$ cat src/elpso_pkg.sv
// ----------------------------------------------------------------------------
// elpso_pkg: shared types and constants
// Opcodes, widths and the pattern push struct passed from the front end to the queue.
// ----------------------------------------------------------------------------
package elpso_pkg;

    localparam int CHANNELS_DEF    = 8;
    localparam int PATTERN_BITS    = 8;
    localparam int LEVEL_W         = 6;
    localparam int BIT_CNT_W       = 3;
    localparam logic [LEVEL_W-1:0] MAX_LEVEL_RESET = 6'd20;

    typedef enum logic [1:0] {
        OP_TICK     = 2'd0,
        OP_SET      = 2'd1,
        OP_EXCL_ON  = 2'd2,
        OP_SET_ALL  = 2'd3
    } opcode_t;

    typedef struct packed {
        logic                    valid;
        logic [PATTERN_BITS-1:0] pattern;
    } pat_push_t;

    typedef struct packed {
        logic full;
        logic empty;
    } queue_stat_t;

endpackage

$ cat src/elpso_front.sv
// ----------------------------------------------------------------------------
// elpso_front: item decode, duty table and level counter
// Applies duty updates and, on a tick, builds the pattern and pushes it.
// ----------------------------------------------------------------------------
module elpso_front #(
    parameter int CHANNELS = elpso_pkg::CHANNELS_DEF
) (
    input  logic                                clk,
    input  logic                                rst_n,
    input  logic                                fire,
    input  logic [1:0]                          opcode,
    input  logic [2:0]                          channel,
    input  logic signed [7:0]                   intensity,
    input  logic [elpso_pkg::LEVEL_W-1:0]       max_level,
    output elpso_pkg::pat_push_t                push
);

    localparam int PAT_CH = (CHANNELS < elpso_pkg::PATTERN_BITS) ?
                            CHANNELS : elpso_pkg::PATTERN_BITS;

    logic [elpso_pkg::LEVEL_W-1:0] duty_reg  [CHANNELS];
    logic [elpso_pkg::LEVEL_W-1:0] duty_next [CHANNELS];
    logic [elpso_pkg::LEVEL_W-1:0] level_reg, level_next;
    logic [elpso_pkg::LEVEL_W-1:0] clamped;
    logic [elpso_pkg::LEVEL_W:0]   level_inc;
    logic [elpso_pkg::PATTERN_BITS-1:0] pat;
    logic                          ch_ok;
    elpso_pkg::opcode_t            op;

    assign op = elpso_pkg::opcode_t'(opcode);
    assign ch_ok = (int'(channel) < CHANNELS);

    // clamp signed request into 0..max_level
    always_comb
    begin
        if (intensity[7])
            clamped = '0;
        else if (intensity[6:0] > {1'b0, max_level})
            clamped = max_level;
        else
            clamped = intensity[elpso_pkg::LEVEL_W-1:0];
    end

    always_comb
    begin
        pat = '0;
        for (int i = 0; i < PAT_CH; i++)
        begin
            pat[elpso_pkg::PATTERN_BITS-1-i] = (level_reg < duty_reg[i]);
        end
    end

    assign level_inc = {1'b0, level_reg} + 7'd1;

    always_comb
    begin
        level_next = level_reg;
        for (int i = 0; i < CHANNELS; i++)
        begin
            duty_next[i] = duty_reg[i];
        end
        if (fire)
        begin
            unique case (op)
                elpso_pkg::OP_TICK:
                begin
                    if (level_inc >= {1'b0, max_level})
                        level_next = '0;
                    else
                        level_next = level_inc[elpso_pkg::LEVEL_W-1:0];
                end
                elpso_pkg::OP_SET:
                begin
                    for (int i = 0; i < CHANNELS; i++)
                    begin
                        if (ch_ok && (int'(channel) == i))
                            duty_next[i] = clamped;
                    end
                end
                elpso_pkg::OP_EXCL_ON:
                begin
                    for (int i = 0; i < CHANNELS; i++)
                    begin
                        duty_next[i] = (ch_ok && (int'(channel) == i)) ? max_level : '0;
                    end
                end
                elpso_pkg::OP_SET_ALL:
                begin
                    for (int i = 0; i < CHANNELS; i++)
                    begin
                        duty_next[i] = clamped;
                    end
                end
                default:
                begin
                    level_next = level_reg;
                end
            endcase
        end
    end

    always_ff @(posedge clk or negedge rst_n)
    begin
        if (!rst_n)
        begin
            level_reg <= '0;
            for (int i = 0; i < CHANNELS; i++)
            begin
                duty_reg[i] <= '0;
            end
        end
        else
        begin
            level_reg <= level_next;
            for (int i = 0; i < CHANNELS; i++)
            begin
                duty_reg[i] <= duty_next[i];
            end
        end
    end

    assign push.valid   = fire && (op == elpso_pkg::OP_TICK);
    assign push.pattern = pat;

endmodule

$ cat src/elpso_queue.sv
// ----------------------------------------------------------------------------
// elpso_queue: two-entry pattern queue
// Decouples tick acceptance from the serial shifter.
// ----------------------------------------------------------------------------
module elpso_queue (
    input  logic                                  clk,
    input  logic                                  rst_n,
    input  elpso_pkg::pat_push_t                  push,
    input  logic                                  pop,
    output logic [elpso_pkg::PATTERN_BITS-1:0]    head,
    output elpso_pkg::queue_stat_t                stat
);

    logic [elpso_pkg::PATTERN_BITS-1:0] mem [2];
    logic       wr_ptr_reg, wr_ptr_next;
    logic       rd_ptr_reg, rd_ptr_next;
    logic [1:0] count_reg, count_next;

    always_comb
    begin
        wr_ptr_next = wr_ptr_reg ^ push.valid;
        rd_ptr_next = rd_ptr_reg ^ pop;
        count_next  = count_reg + {1'b0, push.valid} - {1'b0, pop};
    end

    always_ff @(posedge clk or negedge rst_n)
    begin
        if (!rst_n)
        begin
            wr_ptr_reg <= 1'b0;
            rd_ptr_reg <= 1'b0;
            count_reg  <= '0;
        end
        else
        begin
            wr_ptr_reg <= wr_ptr_next;
            rd_ptr_reg <= rd_ptr_next;
            count_reg  <= count_next;
        end
    end

    always_ff @(posedge clk)
    begin
        if (push.valid)
            mem[wr_ptr_reg] <= push.pattern;
    end

    assign head       = mem[rd_ptr_reg];
    assign stat.full  = (count_reg == 2'd2);
    assign stat.empty = (count_reg == 2'd0);

endmodule

$ cat src/elpso_shift.sv
// ----------------------------------------------------------------------------
// elpso_shift: serial shifter
// Sends each queued pattern as eight beats, MSB first, latch on the last.
// ----------------------------------------------------------------------------
module elpso_shift (
    input  logic                                  clk,
    input  logic                                  rst_n,
    input  logic [elpso_pkg::PATTERN_BITS-1:0]    head,
    input  elpso_pkg::queue_stat_t                stat,
    output logic                                  pop,
    output logic                                  out_valid,
    input  logic                                  out_ready,
    output logic                                  serial_bit,
    output logic [elpso_pkg::PATTERN_BITS-1:0]    pattern,
    output logic                                  latch
);

    logic [elpso_pkg::PATTERN_BITS-1:0] shift_reg, shift_next;
    logic [elpso_pkg::PATTERN_BITS-1:0] pat_reg, pat_next;
    logic [elpso_pkg::BIT_CNT_W-1:0]    cnt_reg, cnt_next;
    logic                               busy_reg, busy_next;
    logic                               last, out_fire;

    assign last     = (cnt_reg == {elpso_pkg::BIT_CNT_W{1'b1}});
    assign out_fire = busy_reg && out_ready;
    // load when idle or when the last beat leaves, if the queue holds a pattern
    assign pop      = !stat.empty && (!busy_reg || (out_fire && last));

    always_comb
    begin
        shift_next = shift_reg;
        pat_next   = pat_reg;
        cnt_next   = cnt_reg;
        busy_next  = busy_reg;
        if (pop)
        begin
            shift_next = head;
            pat_next   = head;
            cnt_next   = '0;
            busy_next  = 1'b1;
        end
        else if (out_fire)
        begin
            shift_next = {shift_reg[elpso_pkg::PATTERN_BITS-2:0], 1'b0};
            cnt_next   = cnt_reg + 1'b1;
            busy_next  = !last;
        end
    end

    always_ff @(posedge clk or negedge rst_n)
    begin
        if (!rst_n)
        begin
            cnt_reg  <= '0;
            busy_reg <= 1'b0;
        end
        else
        begin
            cnt_reg  <= cnt_next;
            busy_reg <= busy_next;
        end
    end

    always_ff @(posedge clk)
    begin
        shift_reg <= shift_next;
        pat_reg   <= pat_next;
    end

    assign out_valid  = busy_reg;
    assign serial_bit = shift_reg[elpso_pkg::PATTERN_BITS-1];
    assign pattern    = pat_reg;
    assign latch      = last;

endmodule

$ cat src/eight_channel_led_pwm_shift_out.sv
// ----------------------------------------------------------------------------
// eight_channel_led_pwm_shift_out: eight-channel LED PWM with serial output
// Path: with the shifter idle, a tick's pattern is written into the queue,
// then loaded into the shifter, which presents the pattern's first beat.
// Throughput: one item per cycle at the input while the two-entry pattern
// queue has room; ticks drain as out_ready takes each pattern's eight beats.
// Reset: duties and level clear to zero, max_level returns to 20, queue empty.
// ----------------------------------------------------------------------------
module eight_channel_led_pwm_shift_out #(
    parameter int CHANNELS = elpso_pkg::CHANNELS_DEF
) (
    input  logic                                  clk,
    input  logic                                  rst_n,
    input  logic                                  in_valid,
    output logic                                  in_ready,
    input  logic [1:0]                            opcode,
    input  logic [2:0]                            channel,
    input  logic signed [7:0]                     intensity,
    output logic                                  out_valid,
    input  logic                                  out_ready,
    output logic                                  serial_bit,
    output logic [elpso_pkg::PATTERN_BITS-1:0]    pattern,
    output logic                                  latch,
    input  logic                                  cfg_valid,
    output logic                                  cfg_ready,
    input  logic [elpso_pkg::LEVEL_W-1:0]         cfg_data
);

    logic [elpso_pkg::LEVEL_W-1:0]      max_level_reg, max_level_next;
    logic [elpso_pkg::PATTERN_BITS-1:0] head;
    elpso_pkg::pat_push_t               push;
    elpso_pkg::queue_stat_t             stat;
    logic                               pop;
    logic                               fire;

    assign cfg_ready = 1'b1;
    assign in_ready  = !stat.full;
    assign fire      = in_valid && in_ready;

    assign max_level_next = (cfg_valid && cfg_ready) ? cfg_data : max_level_reg;

    always_ff @(posedge clk or negedge rst_n)
    begin
        if (!rst_n)
            max_level_reg <= elpso_pkg::MAX_LEVEL_RESET;
        else
            max_level_reg <= max_level_next;
    end

    elpso_front #(
        .CHANNELS (CHANNELS)
    ) u_front (
        .clk       (clk),
        .rst_n     (rst_n),
        .fire      (fire),
        .opcode    (opcode),
        .channel   (channel),
        .intensity (intensity),
        .max_level (max_level_reg),
        .push      (push)
    );

    elpso_queue u_queue (
        .clk   (clk),
        .rst_n (rst_n),
        .push  (push),
        .pop   (pop),
        .head  (head),
        .stat  (stat)
    );

    elpso_shift u_shift (
        .clk        (clk),
        .rst_n      (rst_n),
        .head       (head),
        .stat       (stat),
        .pop        (pop),
        .out_valid  (out_valid),
        .out_ready  (out_ready),
        .serial_bit (serial_bit),
        .pattern    (pattern),
        .latch      (latch)
    );

endmodule
$ cat config.mk
export PLATFORM = sky130hd
export DESIGN_NAME = eight_channel_led_pwm_shift_out
export DESIGN_NICKNAME = d
export VERILOG_FILES = /design/src/elpso_pkg.sv /design/src/elpso_front.sv /design/src/elpso_queue.sv /design/src/elpso_shift.sv /design/src/eight_channel_led_pwm_shift_out.sv
export SDC_FILE = /design/constraint.sdc
export NUM_CORES = 1
export LEC_CHECK = 0
export BUFFER_PORTS_ARGS = -buffer_cell sky130_fd_sc_hd__buf_2
export CAP_MARGIN = 30
export CELL_PAD_IN_SITES_DETAIL_PLACEMENT = 1
export CELL_PAD_IN_SITES_GLOBAL_PLACEMENT = 1
export CORE_UTILIZATION = 45
export CTS_BUF_LIST = sky130_fd_sc_hd__clkbuf_4 sky130_fd_sc_hd__clkbuf_8
export CTS_CLUSTER_SIZE = 10
export DETAILED_ROUTE_END_ITERATION = 12
export GPL_TIMING_DRIVEN = 0
export PLACE_DENSITY = 0.78
export SYNTH_ARGS = -nofsm -noshare
export SYNTH_HDL_FRONTEND = slang
export SYNTH_SLANG_ARGS = --single-unit
$ cat constraint.sdc
create_clock -name clk -period 5.3 [get_ports clk]
set_clock_uncertainty 0.2 [all_clocks]
set_input_delay 1.59 -clock clk [delete_from_list [all_inputs] [get_ports clk]]
set_output_delay 1.59 -clock clk [all_outputs]
set_load 0.05 [all_outputs]
==> results.cfg <==
[outcome]
status = complete, no violations

[global_routing]
grt_antenna_before_repair = 0
first_global_vias = 4731
overflow = 0
grt_max_degree = 69
grt_use_total = 0.242
grt_pass1_wl_mm = 24.2

[power]
swShare = 0.368
finalPower_mw = 3.06
pwr-share-comb = 0.408
power.density_mw_per_mm2 = 479
clkPwrFrac = 0.178
switchingPower_mw = 1.12
seqPwrFrac = 0.414
intPower_mw = 1.93
leakage_nw = 2.93
irDropWorstVdd_mv = 0.178

[critical_path]
reg2reg_from = u_front.level_reg[1]$_DFFE_PN0P_
required_ps = 5390
worst_r2r_endpoint = u_front.level_reg[2]$_DFFE_PN0P_
path_buf_inv = 3
path_delay_family = buffers and inverters
rr_worst_depth = 9
slowest_delay_ps = 720
start_kind = input pin
reg2reg_slack_ps = 2210
critPathKind = in -> reg
arrival_ps = 3520
crit_slowest_cell = buf_1
cp-end-kind = flop
critPathMaxFanout = 18
crit_chain = buf_2 -> nand2_1 -> a21oi_1 -> buf_1 -> ha_1 -> inv_1 -> ha_1 -> xnor2_1 -> xnor2_1

[yosys]
synth_cells = 541
async_reset_ff_frac = 0.680
syn-mean-instance-area_um2 = 10.7
synth_fp_nets = 624
synthesis.area_mm2 = 0.00577
ys_seq_elements = 100
ys_warn_count = 0
synth_cell_types = 47
yosysSeqAreaShare = 0.462
ys.flop_type = dfrtp_1
synth-edff-count = 32

[clock_tree]
htreeDepth = 3
clock_sinks = 100
cts_tree = built
post_cts_buffers = 0
cts_buffer_depth = 2
path_clk_slew_ps = 100
clock_latency_ps = 360
ctsHoldBuffers = 0
cts-buffers-inserted = 9
ctsResizeCount = 0
ctsRootBufferMaster = clkbuf_8

[sta]
hold_slack_ps = 314
finalWorstSetupSlack_ps = 1870
hold_viol = 0
fmax_mhz = 292
setup_violations = 0
finalSetupTns_ps = 0
slew_headroom = 0.385
fin_crit_sh = 0.646
tightestPinTransition_ps = 922
rsz0062_at_grt = no
drv_slew = 0
period_minus_slack_ps = 3430

[floorplan]
dieArea_mm2 = 0.0133
core_region_area_mm2 = 0.0126
start_util = 0.459
pin_count = 37
dieHeight_um = 115
rows = 41
die_w_um = 115

[place]
dp.cells = 746
port_buffers = 33
post-place-ws_ps = 1450
placed_area_mm2 = 0.00615
gp_congestion = 0.787
place_hpwl_mm = 11.0

[cells_and_area]
syn_to_final_growth_pct = 10.5
largest_register_ffs = 48
final_area_mm2 = 0.00638
diodes = 0
fin_util = 0.507
drive_gt1_frac = 0.136
final_nets = 668
post_layout_nonfiller_instances = 762

[detailed_routing]
routedWlPerCell_um = 19.3
drt-initial-drc-count = 173
drt_pre_antenna_iters = 4
num_vias = 4373
wl_mm = 14.7
via_per_inst = 5.74
ant_nets = 0
drc = 0

[hold_path]
min_path_type = reg -> reg
worstHoldStart = u_front.duty_reg[35]$_DFFE_PN0P_
holdPathStages = 1
whs_endpoint = u_front.duty_reg[35]$_DFFE_PN0P_

[flow_run]
maxCapViolations = 0
==> power groups by stage <==
stage | combinational [mW] | sequential, mW | clock [mW]
2_1_floorplan | 0.911 | 1.24 | 0
3_3_place_gp | 1.16 | 1.26 | 0
3_5_place_dp | 1.25 | 1.28 | 0
4_1_cts | 1.27 | 1.27 | 0.553
5_1_grt | 1.41 | 1.30 | 0.585
6_report | 1.25 | 1.27 | 0.543
==> cells by family (layout without fill, tap and decap cells) <==
| logic type | count (synthesis) | count (layout) | share of synthesized area |
|---|---|---|---|
| DFF | 100 | 100 | 0.462 |
| AOI/OAI and AO/OA | 190 | 190 | 0.236 |
| xor gates and xnor gates | 7 | 7 | 0.0106 |
| buffers and inverters | 72 | 121 | 0.0477 |
| muxes | 17 | 17 | 0.0329 |
| adders and majority gates | 59 | 59 | 0.128 |
| and+or+nand+nor | 95 | 95 | 0.0822 |
| other | 1 | 1 | 0.000650 |
==> cell type report <==
type	instances	area [µm²]
Buffer	16	65.1
Clock buffer	9	124
Clock inverter	7	97.6
Fill cell	1404	6190
Inverter	56	210
Multi-Input combinational cell	369	2830
Sequential cell	100	2670
Tap cell	172	215
Timing Repair Buffer	33	168
==> Yosys cell counts, drive strengths merged, types with 15 or more instances <==
cell / instances / area (µm²)
dfrtp: 66 / 1650
ha: 59 / 738
inv: 56 / 210
o21ai: 56 / 280
o22a: 48 / 420
nand2: 35 / 131
edfxtp: 32 / 961
a21oi: 25 / 125
a21o: 18 / 135
mux2: 16 / 180
nor2: 16 / 62.6
nand2b: 15 / 93.8
==> metal layers <==
metal,part of all wire,track usage,up-vias
met5,0,0,-
met4,0.025,0.0857,0
met3,0.029,0.0364,23
met2,0.51,0.431,85
met1,0.44,0.297,2186
li1,-,-,2079
==> worst max path at each step <==
| stage | start | end | slack [ps] | cells after the start |
|---|---|---|---|---|
| after floorplan | out_ready | u_queue.count_reg[1]$_DFF_PN0_ | 1850 | 8 |
| after global placement | out_ready | u_queue.count_reg[1]$_DFF_PN0_ | 1560 | 9 |
| after detailed placement | out_ready | u_queue.count_reg[1]$_DFF_PN0_ | 1450 | 9 |
| after CTS | out_ready | u_queue.count_reg[1]$_DFF_PN0_ | 1840 | 9 |
| after global routing | out_ready | u_queue.count_reg[1]$_DFF_PN0_ | 1700 | 9 |
| final | out_ready | u_queue.count_reg[1]$_DFF_PN0_ | 1870 | 9 |
==> cells in the final DEF, fill, tap and decap left out, types with 2 or more instances in the layout <==
master     netlist  layout
a21o_1          18      18
a21oi_1         25      25
a22o_1           6       6
a31oi_1         12      12
and2_1           4       4
buf_1            2       2
buf_2            1      33
buf_4            1       2
bufinv_16        0       2
clkbuf_1        12      12
clkbuf_8         0       9
dfrtp_1         66      66
dfstp_2          2       2
edfxtp_1        32      32
ha_1            59      59
inv_1           56      56
mux2_2          16      16
nand2_1         35      35
nand2b_1        15      15
nand3_1         11      11
nand3b_1         2       2
nor2_1          15      15
nor2b_1          3       3
o21a_1           8       8
o21ai_0         55      55
o221a_4          6       6
o22a_1          48      48
o31ai_1          5       5
xnor2_1          4       4
xor2_1           3       3
Power figures use the tool's default switching activity.
